==> src/rtl/fca_pkg.sv <==
// Shared types, opcodes and binary32 constants for the float calculator ALU.
// No dependencies; used by fca_fpu and float_calculator_alu.
package fca_pkg;

  // Calculator opcodes as carried on the input channel
  localparam logic [2:0] OP_ADD  = 3'd0;
  localparam logic [2:0] OP_SUB  = 3'd1;
  localparam logic [2:0] OP_MUL  = 3'd2;
  localparam logic [2:0] OP_DIV  = 3'd3;
  localparam logic [2:0] OP_POW  = 3'd4;
  localparam logic [2:0] OP_FACT = 3'd5;

  // Factorial stops multiplying here; the product is already infinite
  localparam logic [5:0] FACT_LIMIT = 6'd40;

  localparam logic [31:0] FP_ONE       = 32'h3F80_0000;
  localparam logic [31:0] FP_INF       = 32'h7F80_0000;
  localparam logic [31:0] FP_QNAN_DEF  = 32'hFFC0_0000;
  localparam logic [31:0] FP_QNAN_POS  = 32'h7FC0_0000;
  localparam logic [31:0] FP_QUIET_BIT = 32'h0040_0000;

  typedef enum logic [1:0] {
    FOP_ADD,
    FOP_SUB,
    FOP_MUL,
    FOP_DIV
  } fpu_op_e;

  typedef struct packed {
    fpu_op_e     op;
    logic [31:0] a;
    logic [31:0] b;
  } fpu_req_t;

  typedef struct packed {
    logic [2:0]  opcode;
    logic [31:0] operand_a;
    logic [31:0] operand_b;
    logic        vector_mode;
    logic        last_element;
  } calc_in_t;

  typedef struct packed {
    logic [31:0] result_bits;
    logic        error_flag;
    logic        last_out;
  } calc_out_t;

  // Exact binary32 encoding of a small nonzero integer
  function automatic logic [31:0] int6_to_fp(input logic [5:0] v);
    logic [2:0] p;
    logic [5:0] nrm;
    p = 3'd0;
    for (int k = 0; k < 6; k++) begin
      if (v[k]) p = 3'(k);
    end
    nrm = v << (3'd5 - p);
    return {1'b0, 8'd127 + {5'b0, p}, nrm[4:0], 18'b0};
  endfunction

endpackage

==> src/rtl/float_calculator_alu.sv <==
// Single-precision calculator ALU: scalar add/sub/mul/div, power, factorial,
// and elementwise vector add/sub/mul. Depends on fca_pkg and fca_fpu.
//
// Usage: one item on the input channel (in_valid_i / in_stall_o, payload
// in_data_i) gives exactly one result on the output channel (out_valid_o /
// out_stall_i, payload out_data_o). A transfer happens on a rising edge with
// valid high and stall low. in_stall_o stays high from the accepted transfer
// until the result has been written into the output register.
// Sequencing: every arithmetic step runs through the one shared fca_fpu unit
// as an issue followed by the unit's busy time, which grows for add/sub when a
// cancellation needs normalizing and for multiply with subnormal operands or
// results. Power takes n multiplies for n = ceil(b) - 1, at most
// MAX_POWER_STEPS; factorial takes floor(a) multiplies, at most 40. Each
// item also passes through accept, prepare, final check and output write.
// Rejected opcodes and saturated power finish with error_flag set and
// result_bits zero.
// Reset clears the sequencer and the output valid; nothing else is kept.
// A stalled result holds in the output register; the next item is accepted
// meanwhile and its result waits for the register to free up.
module float_calculator_alu import fca_pkg::*; #(
  parameter int unsigned MAX_POWER_STEPS = 256
) (
  input  logic      clk_i,
  input  logic      rst_ni,
  input  logic      in_valid_i,
  output logic      in_stall_o,
  input  calc_in_t  in_data_i,
  output logic      out_valid_o,
  input  logic      out_stall_i,
  output calc_out_t out_data_o
);

  localparam int unsigned CntW =
    ($clog2(MAX_POWER_STEPS + 1) > 6) ? $clog2(MAX_POWER_STEPS + 1) : 6;
  localparam logic [23:0] PowLim = 24'(MAX_POWER_STEPS + 1);

  localparam logic [2:0] T_IDLE  = 3'd0;
  localparam logic [2:0] T_PREP  = 3'd1;
  localparam logic [2:0] T_ISSUE = 3'd2;
  localparam logic [2:0] T_WAIT  = 3'd3;
  localparam logic [2:0] T_FIN   = 3'd4;

  localparam logic [1:0] M_ONE  = 2'd0;
  localparam logic [1:0] M_POW  = 2'd1;
  localparam logic [1:0] M_FACT = 2'd2;

  logic [2:0]      state_q, state_d;
  logic [1:0]      mode_q, mode_d;
  calc_in_t        in_q;
  logic [31:0]     acc_q, acc_d;
  logic            err_q, err_d;
  logic [CntW-1:0] cnt_q, cnt_d, lim_q, lim_d;
  calc_out_t       out_q;
  logic            out_valid_q;

  logic            in_xfer, out_free;
  logic            fpu_start, fpu_done;
  fpu_req_t        fpu_req;
  logic [31:0]     fpu_res;

  assign in_stall_o = (state_q != T_IDLE);
  assign in_xfer    = in_valid_i && !in_stall_o;
  assign out_free   = !out_valid_q || !out_stall_i;

  // step count decode: floor and fraction of b (power) or a (factorial)
  logic [31:0] src;
  logic [7:0]  se;
  logic [23:0] sm, fl;
  logic [4:0]  sh;
  logic        fracnz, in_rng, src_nan, err_op, b_zero, pow_sat;
  logic [CntW-1:0] pow_n, fact_k;

  always_comb begin
    src     = (in_q.opcode == OP_POW) ? in_q.operand_b : in_q.operand_a;
    se      = src[30:23];
    sm      = {1'b1, src[22:0]};
    sh      = 5'(8'd150 - se);
    fl      = sm >> sh;
    fracnz  = ((fl << sh) != sm);
    in_rng  = (se >= 8'd127) && (se <= 8'd150);
    src_nan = (se == 8'hFF) && (src[22:0] != 23'd0);
    b_zero  = (in_q.operand_b[30:0] == 31'd0);
    pow_sat = !src[31] && !src_nan &&
              ((se > 8'd150) || (in_rng && ((fl > PowLim) || (fl == PowLim && fracnz))));
    pow_n   = (!src[31] && in_rng) ? CntW'(fl + {23'd0, fracnz} - 24'd1) : '0;
    if (src[31] || se < 8'd127 || src_nan) fact_k = '0;
    else if (se >= 8'd133)                 fact_k = CntW'(FACT_LIMIT);
    else if (fl[5:0] > FACT_LIMIT)         fact_k = CntW'(FACT_LIMIT);
    else                                   fact_k = CntW'(fl[5:0]);
    err_op  = (in_q.vector_mode && (in_q.opcode > OP_MUL)) || (in_q.opcode > OP_FACT);
  end

  // request to the shared unit
  always_comb begin
    fpu_req.a = (mode_q == M_ONE) ? in_q.operand_a : acc_q;
    fpu_req.b = in_q.operand_b;
    fpu_req.op = FOP_MUL;
    case (mode_q)
      M_ONE: begin
        case (in_q.opcode)
          OP_ADD:  fpu_req.op = FOP_ADD;
          OP_SUB:  fpu_req.op = FOP_SUB;
          OP_MUL:  fpu_req.op = FOP_MUL;
          default: fpu_req.op = FOP_DIV;
        endcase
      end
      M_POW:   fpu_req.b = in_q.operand_a;
      default: fpu_req.b = int6_to_fp(cnt_q[5:0] + 6'd1);
    endcase
  end

  always_comb begin
    state_d   = state_q;
    mode_d    = mode_q;
    acc_d     = acc_q;
    err_d     = err_q;
    cnt_d     = cnt_q;
    lim_d     = lim_q;
    fpu_start = 1'b0;
    case (state_q)
      T_IDLE: begin
        if (in_xfer) state_d = T_PREP;
      end
      T_PREP: begin
        err_d   = 1'b0;
        cnt_d   = '0;
        state_d = T_ISSUE;
        if (err_op) begin
          err_d   = 1'b1;
          acc_d   = 32'd0;
          state_d = T_FIN;
        end else begin
          case (in_q.opcode)
            OP_POW: begin
              mode_d = M_POW;
              if (b_zero) begin
                acc_d = FP_ONE;
                lim_d = '0;
              end else if (pow_sat) begin
                err_d   = 1'b1;
                acc_d   = 32'd0;
                state_d = T_FIN;
              end else begin
                acc_d = in_q.operand_a;
                lim_d = pow_n;
              end
            end
            OP_FACT: begin
              mode_d = M_FACT;
              acc_d  = FP_ONE;
              lim_d  = fact_k;
            end
            default: begin
              mode_d = M_ONE;
              lim_d  = CntW'(1);
            end
          endcase
        end
      end
      T_ISSUE: begin
        if (cnt_q == lim_q) begin
          state_d = T_FIN;
        end else begin
          fpu_start = 1'b1;
          state_d   = T_WAIT;
        end
      end
      T_WAIT: begin
        if (fpu_done) begin
          acc_d   = fpu_res;
          cnt_d   = cnt_q + CntW'(1);
          state_d = T_ISSUE;
        end
      end
      T_FIN: begin
        if (out_free) state_d = T_IDLE;
      end
      default: begin
        state_d = T_IDLE;
      end
    endcase
  end

  fca_fpu u_fpu (
    .clk_i   (clk_i),
    .rst_ni  (rst_ni),
    .start_i (fpu_start),
    .req_i   (fpu_req),
    .done_o  (fpu_done),
    .res_o   (fpu_res)
  );

  always_ff @(posedge clk_i or negedge rst_ni) begin
    if (!rst_ni) begin
      state_q     <= T_IDLE;
      out_valid_q <= 1'b0;
    end else begin
      state_q <= state_d;
      if (state_q == T_FIN && out_free) begin
        out_valid_q <= 1'b1;
      end else if (!out_stall_i) begin
        out_valid_q <= 1'b0;
      end
    end
  end

  always_ff @(posedge clk_i) begin
    mode_q <= mode_d;
    acc_q  <= acc_d;
    err_q  <= err_d;
    cnt_q  <= cnt_d;
    lim_q  <= lim_d;
    if (in_xfer) in_q <= in_data_i;
    if (state_q == T_FIN && out_free) begin
      out_q.result_bits <= acc_q;
      out_q.error_flag  <= err_q;
      out_q.last_out    <= in_q.last_element;
    end
  end

  assign out_valid_o = out_valid_q;
  assign out_data_o  = out_q;

  a_done_in_wait: assert property (@(posedge clk_i) disable iff (!rst_ni)
    fpu_done |-> state_q == T_WAIT)
    else $error("fpu result arrived outside of wait");
  a_cnt_bound: assert property (@(posedge clk_i) disable iff (!rst_ni)
    (state_q == T_ISSUE || state_q == T_WAIT) |-> cnt_q <= lim_q)
    else $error("step counter passed its limit");
  a_err_zero: assert property (@(posedge clk_i) disable iff (!rst_ni)
    out_valid_o && out_data_o.error_flag |-> out_data_o.result_bits == 32'd0)
    else $error("error result carries nonzero bits");
  a_wait_hold: assert property (@(posedge clk_i) disable iff (!rst_ni)
    state_q == T_WAIT && !fpu_done |=> state_q == T_WAIT)
    else $error("left wait without fpu result");

endmodule

==> src/rtl/fca_fpu.sv <==
// Multi-cycle binary32 add/sub/mul/div unit with round to nearest-even.
// Depends on fca_pkg for the request type, opcodes and constants.
module fca_fpu import fca_pkg::*; (
  input  logic        clk_i,
  input  logic        rst_ni,
  input  logic        start_i,
  input  fpu_req_t    req_i,
  output logic        done_o,
  output logic [31:0] res_o
);

  localparam logic [3:0] S_IDLE  = 4'd0;
  localparam logic [3:0] S_PRE   = 4'd1;
  localparam logic [3:0] S_MUL   = 4'd2;
  localparam logic [3:0] S_MULP  = 4'd3;
  localparam logic [3:0] S_DIVI  = 4'd4;
  localparam logic [3:0] S_DIV   = 4'd5;
  localparam logic [3:0] S_ALIGN = 4'd6;
  localparam logic [3:0] S_ADD   = 4'd7;
  localparam logic [3:0] S_NORM  = 4'd8;
  localparam logic [3:0] S_ROUND = 4'd9;
  localparam logic [3:0] S_DONE  = 4'd10;

  logic [3:0]         state_q, state_d;
  fpu_op_e            op_q, op_d;
  logic signed [10:0] ea_q, ea_d, eb_q, eb_d, exp_q, exp_d;
  logic [23:0]        ma_q, ma_d, mb_q, mb_d;
  logic               sign_q, sign_d, sub_q, sub_d;
  logic [27:0]        m_q, m_d, ysh_q, ysh_d;
  logic [47:0]        prod_q, prod_d;
  logic [25:0]        quo_q, quo_d;
  logic [24:0]        rem_q, rem_d;
  logic [4:0]         cnt_q, cnt_d;
  logic [31:0]        res_q, res_d;

  // operand decode
  logic [7:0]         ae, be;
  logic               a_nan, b_nan, a_inf, b_inf, a_zero, b_zero;
  logic               sbe, sx, a_ge, special;
  logic [31:0]        spec_res;
  logic signed [10:0] ea_un, eb_un;
  logic [23:0]        ma_un, mb_un;

  assign ae     = req_i.a[30:23];
  assign be     = req_i.b[30:23];
  assign a_nan  = (ae == 8'hFF) && (req_i.a[22:0] != 23'd0);
  assign b_nan  = (be == 8'hFF) && (req_i.b[22:0] != 23'd0);
  assign a_inf  = (ae == 8'hFF) && (req_i.a[22:0] == 23'd0);
  assign b_inf  = (be == 8'hFF) && (req_i.b[22:0] == 23'd0);
  assign a_zero = (req_i.a[30:0] == 31'd0);
  assign b_zero = (req_i.b[30:0] == 31'd0);
  assign sbe    = req_i.b[31] ^ (req_i.op == FOP_SUB);
  assign sx     = req_i.a[31] ^ req_i.b[31];
  assign a_ge   = (req_i.a[30:0] >= req_i.b[30:0]);
  assign ea_un  = (ae == 8'd0) ? 11'sd1 : $signed({3'b0, ae});
  assign eb_un  = (be == 8'd0) ? 11'sd1 : $signed({3'b0, be});
  assign ma_un  = {ae != 8'd0, req_i.a[22:0]};
  assign mb_un  = {be != 8'd0, req_i.b[22:0]};

  always_comb begin
    special  = 1'b1;
    spec_res = 32'd0;
    if (req_i.op == FOP_DIV && b_zero) begin
      if (a_nan)       spec_res = req_i.a | FP_QUIET_BIT;
      else if (a_zero) spec_res = FP_QNAN_POS;
      else             spec_res = {sx, FP_INF[30:0]};
    end else if (a_nan) begin
      spec_res = req_i.a | FP_QUIET_BIT;
    end else if (b_nan) begin
      spec_res = req_i.b | FP_QUIET_BIT;
    end else begin
      case (req_i.op)
        FOP_ADD, FOP_SUB: begin
          if (a_inf && b_inf && (req_i.a[31] != sbe)) spec_res = FP_QNAN_DEF;
          else if (a_inf)                             spec_res = req_i.a;
          else if (b_inf)                             spec_res = {sbe, FP_INF[30:0]};
          else                                        special  = 1'b0;
        end
        FOP_MUL: begin
          if ((a_inf && b_zero) || (a_zero && b_inf)) spec_res = FP_QNAN_DEF;
          else if (a_inf || b_inf)                    spec_res = {sx, FP_INF[30:0]};
          else if (a_zero || b_zero)                  spec_res = {sx, 31'd0};
          else                                        special  = 1'b0;
        end
        default: begin
          if (a_inf && b_inf)       spec_res = FP_QNAN_DEF;
          else if (a_inf)           spec_res = {sx, FP_INF[30:0]};
          else if (b_inf || a_zero) spec_res = {sx, 31'd0};
          else                      special  = 1'b0;
        end
      endcase
    end
  end

  // datapath helpers
  logic signed [10:0] dexp;
  logic [27:0]        yfull, yshift;
  logic [4:0]         sh5;
  logic [27:0]        xfull;
  logic [25:0]        diff;
  logic               ge;
  logic [24:0]        rn;
  logic               rinc;
  logic [24:0]        mant25;
  logic [23:0]        mant;
  logic signed [10:0] efin;

  always_comb begin
    dexp   = ea_q - eb_q;
    yfull  = {1'b0, mb_q, 3'b0};
    sh5    = dexp[4:0];
    if (dexp > 11'sd27) begin
      yshift = {27'd0, |yfull};
    end else begin
      yshift    = yfull >> sh5;
      yshift[0] = yshift[0] | (|(yfull & ~(28'hFFF_FFFF << sh5)));
    end
    xfull  = {1'b0, ma_q, 3'b0};
    diff   = {1'b0, rem_q} - {2'b0, mb_q};
    ge     = !diff[25];
    rn     = ge ? diff[24:0] : rem_q;
    rinc   = m_q[2] & (m_q[3] | m_q[1] | m_q[0]);
    mant25 = {1'b0, m_q[26:3]} + {24'd0, rinc};
    mant   = mant25[24] ? mant25[24:1] : mant25[23:0];
    efin   = mant25[24] ? exp_q + 11'sd1 : exp_q;
  end

  always_comb begin
    state_d = state_q;
    op_d    = op_q;
    ea_d    = ea_q;
    eb_d    = eb_q;
    ma_d    = ma_q;
    mb_d    = mb_q;
    sign_d  = sign_q;
    sub_d   = sub_q;
    exp_d   = exp_q;
    m_d     = m_q;
    ysh_d   = ysh_q;
    prod_d  = prod_q;
    quo_d   = quo_q;
    rem_d   = rem_q;
    cnt_d   = cnt_q;
    res_d   = res_q;
    case (state_q)
      S_IDLE: begin
        if (start_i) begin
          op_d = req_i.op;
          if (special) begin
            res_d   = spec_res;
            state_d = S_DONE;
          end else if (req_i.op == FOP_ADD || req_i.op == FOP_SUB) begin
            // larger magnitude goes first so the difference stays positive
            sub_d = req_i.a[31] ^ sbe;
            if (a_ge) begin
              ea_d = ea_un; ma_d = ma_un; eb_d = eb_un; mb_d = mb_un;
              sign_d = req_i.a[31];
            end else begin
              ea_d = eb_un; ma_d = mb_un; eb_d = ea_un; mb_d = ma_un;
              sign_d = sbe;
            end
            state_d = S_ALIGN;
          end else begin
            ea_d = ea_un; ma_d = ma_un; eb_d = eb_un; mb_d = mb_un;
            sign_d  = sx;
            sub_d   = 1'b0;
            state_d = S_PRE;
          end
        end
      end
      S_PRE: begin
        // bring subnormal mantissas up to a leading one
        if (!ma_q[23]) begin
          ma_d = {ma_q[22:0], 1'b0};
          ea_d = ea_q - 11'sd1;
        end else if (!mb_q[23]) begin
          mb_d = {mb_q[22:0], 1'b0};
          eb_d = eb_q - 11'sd1;
        end else begin
          state_d = (op_q == FOP_MUL) ? S_MUL : S_DIVI;
        end
      end
      S_MUL: begin
        prod_d  = ma_q * mb_q;
        exp_d   = ea_q + eb_q - 11'sd127;
        state_d = S_MULP;
      end
      S_MULP: begin
        m_d     = {prod_q[47:21], |prod_q[20:0]};
        state_d = S_NORM;
      end
      S_DIVI: begin
        if (ma_q < mb_q) begin
          rem_d = {ma_q, 1'b0};
          exp_d = ea_q - eb_q + 11'sd126;
        end else begin
          rem_d = {1'b0, ma_q};
          exp_d = ea_q - eb_q + 11'sd127;
        end
        quo_d   = 26'd0;
        cnt_d   = 5'd0;
        state_d = S_DIV;
      end
      S_DIV: begin
        quo_d = {quo_q[24:0], ge};
        rem_d = {rn[23:0], 1'b0};
        cnt_d = cnt_q + 5'd1;
        if (cnt_q == 5'd25) begin
          m_d     = {1'b0, quo_q[24:0], ge, rn != 25'd0};
          state_d = S_NORM;
        end
      end
      S_ALIGN: begin
        ysh_d   = yshift;
        state_d = S_ADD;
      end
      S_ADD: begin
        m_d     = sub_q ? xfull - ysh_q : xfull + ysh_q;
        exp_d   = ea_q;
        state_d = S_NORM;
      end
      S_NORM: begin
        if (m_q == 28'd0) begin
          // exact cancellation gives +0 under nearest-even
          res_d   = {sub_q ? 1'b0 : sign_q, 31'd0};
          state_d = S_DONE;
        end else if (m_q[27]) begin
          m_d   = {1'b0, m_q[27:2], m_q[1] | m_q[0]};
          exp_d = exp_q + 11'sd1;
        end else if (exp_q < -11'sd26) begin
          m_d   = 28'd1;
          exp_d = 11'sd1;
        end else if (exp_q < 11'sd1) begin
          m_d   = {1'b0, m_q[27:2], m_q[1] | m_q[0]};
          exp_d = exp_q + 11'sd1;
        end else if (!m_q[26] && exp_q > 11'sd1) begin
          m_d   = {m_q[26:0], 1'b0};
          exp_d = exp_q - 11'sd1;
        end else begin
          state_d = S_ROUND;
        end
      end
      S_ROUND: begin
        if (efin >= 11'sd255) res_d = {sign_q, FP_INF[30:0]};
        else res_d = {sign_q, mant[23] ? efin[7:0] : 8'd0, mant[22:0]};
        state_d = S_DONE;
      end
      S_DONE: begin
        state_d = S_IDLE;
      end
      default: begin
        state_d = S_IDLE;
      end
    endcase
  end

  always_ff @(posedge clk_i or negedge rst_ni) begin
    if (!rst_ni) begin
      state_q <= S_IDLE;
    end else begin
      state_q <= state_d;
    end
  end

  always_ff @(posedge clk_i) begin
    op_q   <= op_d;
    ea_q   <= ea_d;
    eb_q   <= eb_d;
    ma_q   <= ma_d;
    mb_q   <= mb_d;
    sign_q <= sign_d;
    sub_q  <= sub_d;
    exp_q  <= exp_d;
    m_q    <= m_d;
    ysh_q  <= ysh_d;
    prod_q <= prod_d;
    quo_q  <= quo_d;
    rem_q  <= rem_d;
    cnt_q  <= cnt_d;
    res_q  <= res_d;
  end

  assign done_o = (state_q == S_DONE);
  assign res_o  = res_q;

  a_start_idle: assert property (@(posedge clk_i) disable iff (!rst_ni)
    start_i && state_q != S_IDLE |-> 1'b0)
    else $error("fpu started while busy");
  a_done_pulse: assert property (@(posedge clk_i) disable iff (!rst_ni)
    done_o |=> !done_o)
    else $error("fpu done held for more than one cycle");
  a_round_norm: assert property (@(posedge clk_i) disable iff (!rst_ni)
    state_q == S_ROUND |-> !m_q[27] && exp_q >= 11'sd1)
    else $error("rounding entered with unnormalized mantissa");

endmodule

==> config.mk <==
export PLATFORM = sky130hd
export DESIGN_NAME = float_calculator_alu
export DESIGN_NICKNAME = d
export VERILOG_FILES = /design/src/rtl/fca_pkg.sv /design/src/rtl/float_calculator_alu.sv /design/src/rtl/fca_fpu.sv
export SDC_FILE = /design/constraint.sdc
export NUM_CORES = 2
export LEC_CHECK = 0
export BUFFER_PORTS_ARGS = -buffer_cell sky130_fd_sc_hd__buf_2
export CAP_MARGIN = 30
export CORE_AREA = 8 8 322 402
export CTS_CLUSTER_SIZE = 28
export DETAILED_ROUTE_END_ITERATION = 12
export DIE_AREA = 0 0 330 410
export PLACE_DENSITY = 0.67
export REMOVE_ABC_BUFFERS = 1
export SETUP_SLACK_MARGIN = 0.1
export SLEW_MARGIN = 40
export SYNTH_ARGS = -nofsm -noshare
export SYNTH_HDL_FRONTEND = slang
export SYNTH_SLANG_ARGS = --single-unit
export TNS_END_PERCENT = 50
==> constraint.sdc <==
create_clock -name clk_i -period 9.1 [get_ports clk_i]
set_input_delay 0.91 -clock clk_i [delete_from_list [all_inputs] [get_ports clk_i]]
set_output_delay 0.91 -clock clk_i [all_outputs]
set_load 0.01 [all_outputs]
==> results by group <==
Run status
  • Outcome: complete, no violations

Synthesis
  • Post-synth top area cell: edfxtp_1
  • Synth area leaders: edfxtp_1 25%, fa_1 19%, ha_1 9.1%, inv_1 5.4%, nand2_1 4.1%
  • Unique masters post-synth: 94
  • Synth warn: 0
  • Yosys top cell area share: between 20% and 30%
  • Top FF cell, synth: edfxtp_1
  • Count leader, synth: inv_1
  • Synthesized cell area: 0.0526 mm²
  • Commonest cells in the netlist: 751 x inv_1, 579 x nand2_1, 486 x fa_1
  • Sequential share of the synthesized area: around a quarter
  • Number of synthesized flops with an enable pin: 431
  • Avg Cell Area, Syn: roughly 9.2 µm²
  • Seq cells post-synth: 439
  • Async S/R FF share, synth: 1.82%
  • Cells after Synth: ~5.7k

Clock network
  • Clock-pin slew on the worst setup and hold paths: 60 ps
  • Max clock buf depth: 3
  • Total CTS buffers: 49
  • CTS Hold Buffers Added: 0
  • Total clock sinks: 439
  • CTS H-tree depth: 2
  • Worst-skew pair later-pin latency: 650 ps
  • CTS tree: done
  • Clock root buffer: clkbuf_16

Timing
  • Fmax: 117 MHz
  • Worst slew margin: 41.4%
  • Final worst-path cycle share: 93.9%
  • Fin Clk Skew: 34.3 ps
  • Final setup fails: 0
  • Pins Over Slew Limit: 0
  • PnR worst setup slack: 557 ps
  • RSZ-0062 raised after global routing: false
  • Final min period: 8540 ps
  • Slew @ Worst Pin: 854 ps
  • Fin. Hold Viols: 0

Placed design
  • Placed inst area: 0.0552 mm²
  • Setup slack at placement: 119 ps
  • IO buf count: 108
  • DP HPWL: 137000 µm
  • Final Wtd Congestion: 0.976

Detailed routing
  • Drt via density: 5.97
  • WL/cell: 23.9 µm
  • DR DRC count: 0
  • First-pass DRT Iterations: 8
  • DR iter-0 viols: between 4k and 5k
  • WL final: 176000 µm
  • Antenna Nets Post-Route: 0
  • Via count: 44.1k

Cells and area
  • Share of post-route cells with drive strength above 1: a little over 9%
  • Final nets: roughly 6.7k
  • Area Overhead vs Synth: 8.29%
  • Final instance area: ~0.057 mm²

GRT
  • First-pass GRT wire length: 266000 µm
  • GRT Overall Usage: 25.4%
  • Overflow after GRT: 0
  • Number of global-route vias before repair: 44.1k
  • Largest net degree at the start of global routing: 92
  • Initial antenna violation count: 3

Die
  • Total core area: around 0.12 mm²
  • Row cnt: 144
  • I/O Pins: 109
  • Effective utilization at floorplan: roughly 43%
  • Total die area: 0.135 mm²
  • Die W: 330 µm
  • Die Height: roughly 410 µm

Setup path
  • Critical Path Max Stage Delay: between 500 and 600 ps
  • Slowest cell on crit path: or3b_2
  • CP most frequent cell: fa_1
  • Critical Path RT: approximately 9500 ps
  • CP startpoint: u_fpu.ma_q[5]
  • Crit path DAT: 8940 ps
  • Critical path endpoint: u_fpu.prod_q[47]
  • Register-to-register setup slack: 560 ps
  • CP Class: reg2reg
  • Reg-to-Reg End: u_fpu.prod_q[47]
  • Reg2Reg Depth: 31
  • Highest net fanout along the worst path: 19
  • Setup crit end kind: flop
  • Reg-to-reg startpoint: u_fpu.ma_q[5]
  • Setup crit start kind: flop

Min path
  • Hold crit path type: in2async

Flow run
  • Max Cap Viol: 0
-- worst min-delay path by stage --
stage	slack, ps	startpoint	depth (start not counted)	endpoint
floorplan	400	in_q[0]	0	out_data_o[0]
global placement	400	in_q[0]	0	out_data_o[0]
detailed placement	410	err_q	0	out_data_o[1]
CTS	100	rst_ni	1	u_fpu.state_q[1]
global route	130	rst_ni	1	u_fpu.state_q[1]
finish	140	rst_ni	1	state_q[0]
-- flip-flops by register name, summed over array words and instances, names as in the netlist, 2 cells and up --
register / count
u_fpu.ma_q: 24
in_q: 69
lim_q: 9
u_fpu.ysh_q: 27
u_fpu.quo_q: 25
u_fpu.eb_q: 11
state_q: 3
u_fpu.res_o: 32
u_fpu.prod_q: 48
u_fpu.cnt_q: 5
cnt_q: 9
acc_q: 32
u_fpu.ea_q: 11
u_fpu.m_q: 28
u_fpu.exp_q: 11
u_fpu.state_q: 4
u_fpu.rem_q: 25
out_data_o: 34
u_fpu.op_q: 2
mode_q: 2
u_fpu.mb_q: 24
-- logic make-up (layout without fill, tap and decap cells) --
kind of cell	count (synthesis)	count (layout)	synth area share (%)
AND/OR/NAND/NOR	1798	1798	16.6
adder cells (fa/ha/maj)	869	869	27.6
flip-flops	439	439	25.0
XOR/XNOR	194	194	3.25
buffers and inverters	1087	1113	7.88
AO/OA/AOI/OAI	1072	1072	13.3
other	0	3	0
multiplexers	282	282	6.33
-- critical path: cells and delay by family, from the launching register on --
| kind | cells | cell delay [ps] |
|---|---|---|
| AOI/OAI and AO/OA | 12 | 2400 |
| xor gates and xnor gates | 1 | 70 |
| adders and majority gates | 8 | 3840 |
| buffers and inverters | 8 | 790 |
| DFF | 1 | 420 |
| and+or+nand+nor | 2 | 790 |
-- per-layer routing --
metal	up-vias	share of wire (%)	global-route usage, %
li1	19600	-	-
met1	21700	37	29.8
met2	2158	48	43.6
met3	603	7.1	3.29
met4	2	7.8	16.3
met5	-	0.0074	0
-- stage by stage --
step | utilization (%) | setup TNS (ps) | cells | hold WS [ps]
after floorplan | - | -1490 | 5413 | 400
after global placement | 44.9 | 0 | 7279 | 404
after detailed placement | 44.9 | 0 | 7279 | 409
after CTS | 46.3 | 0 | 7369 | 101
after global routing | 46.3 | 0 | 7373 | 130
final | 46.3 | 0 | 7376 | 135
-- cells in the final DEF (no fill, tap or decap), drive strengths merged, types with 45 or more instances in the layout --
cell type | Yosys | final
mux2i | 187 | 187
fa | 486 | 486
ha | 382 | 382
nor3 | 90 | 90
a211oi | 64 | 64
nor2 | 345 | 345
a31oi | 53 | 53
xnor2 | 132 | 132
xor2 | 62 | 62
mux2 | 63 | 63
nand3 | 154 | 154
and2 | 320 | 320
o21ai | 264 | 264
a21o | 48 | 48
inv | 755 | 757
edfxtp | 431 | 431
nand2 | 580 | 580
buf | 48 | 264
a21oi | 281 | 281
nor4 | 51 | 51
clkbuf | 280 | 55
nand4 | 45 | 45
-- what timing repair did --
item	CTS	global route
setup buffers	0	4
resized for setup	0	6
setup endpoints to repair	0	3
-- final cells by class --
cell class	count	area (µm²)
Antenna cell	3	7.51
Clock buffer	55	1250
Clock inverter	35	415
Fill cell	11800	65900
Inverter	759	2850
Multi-Input combinational cell	4215	35500
Sequential cell	439	13100
Tap cell	1606	2010
Timing Repair Buffer	264	1730
Power is left out: the tool's default activity adds up to more than one toggle a clock period on the data nets, which glitch-free logic cannot reach.
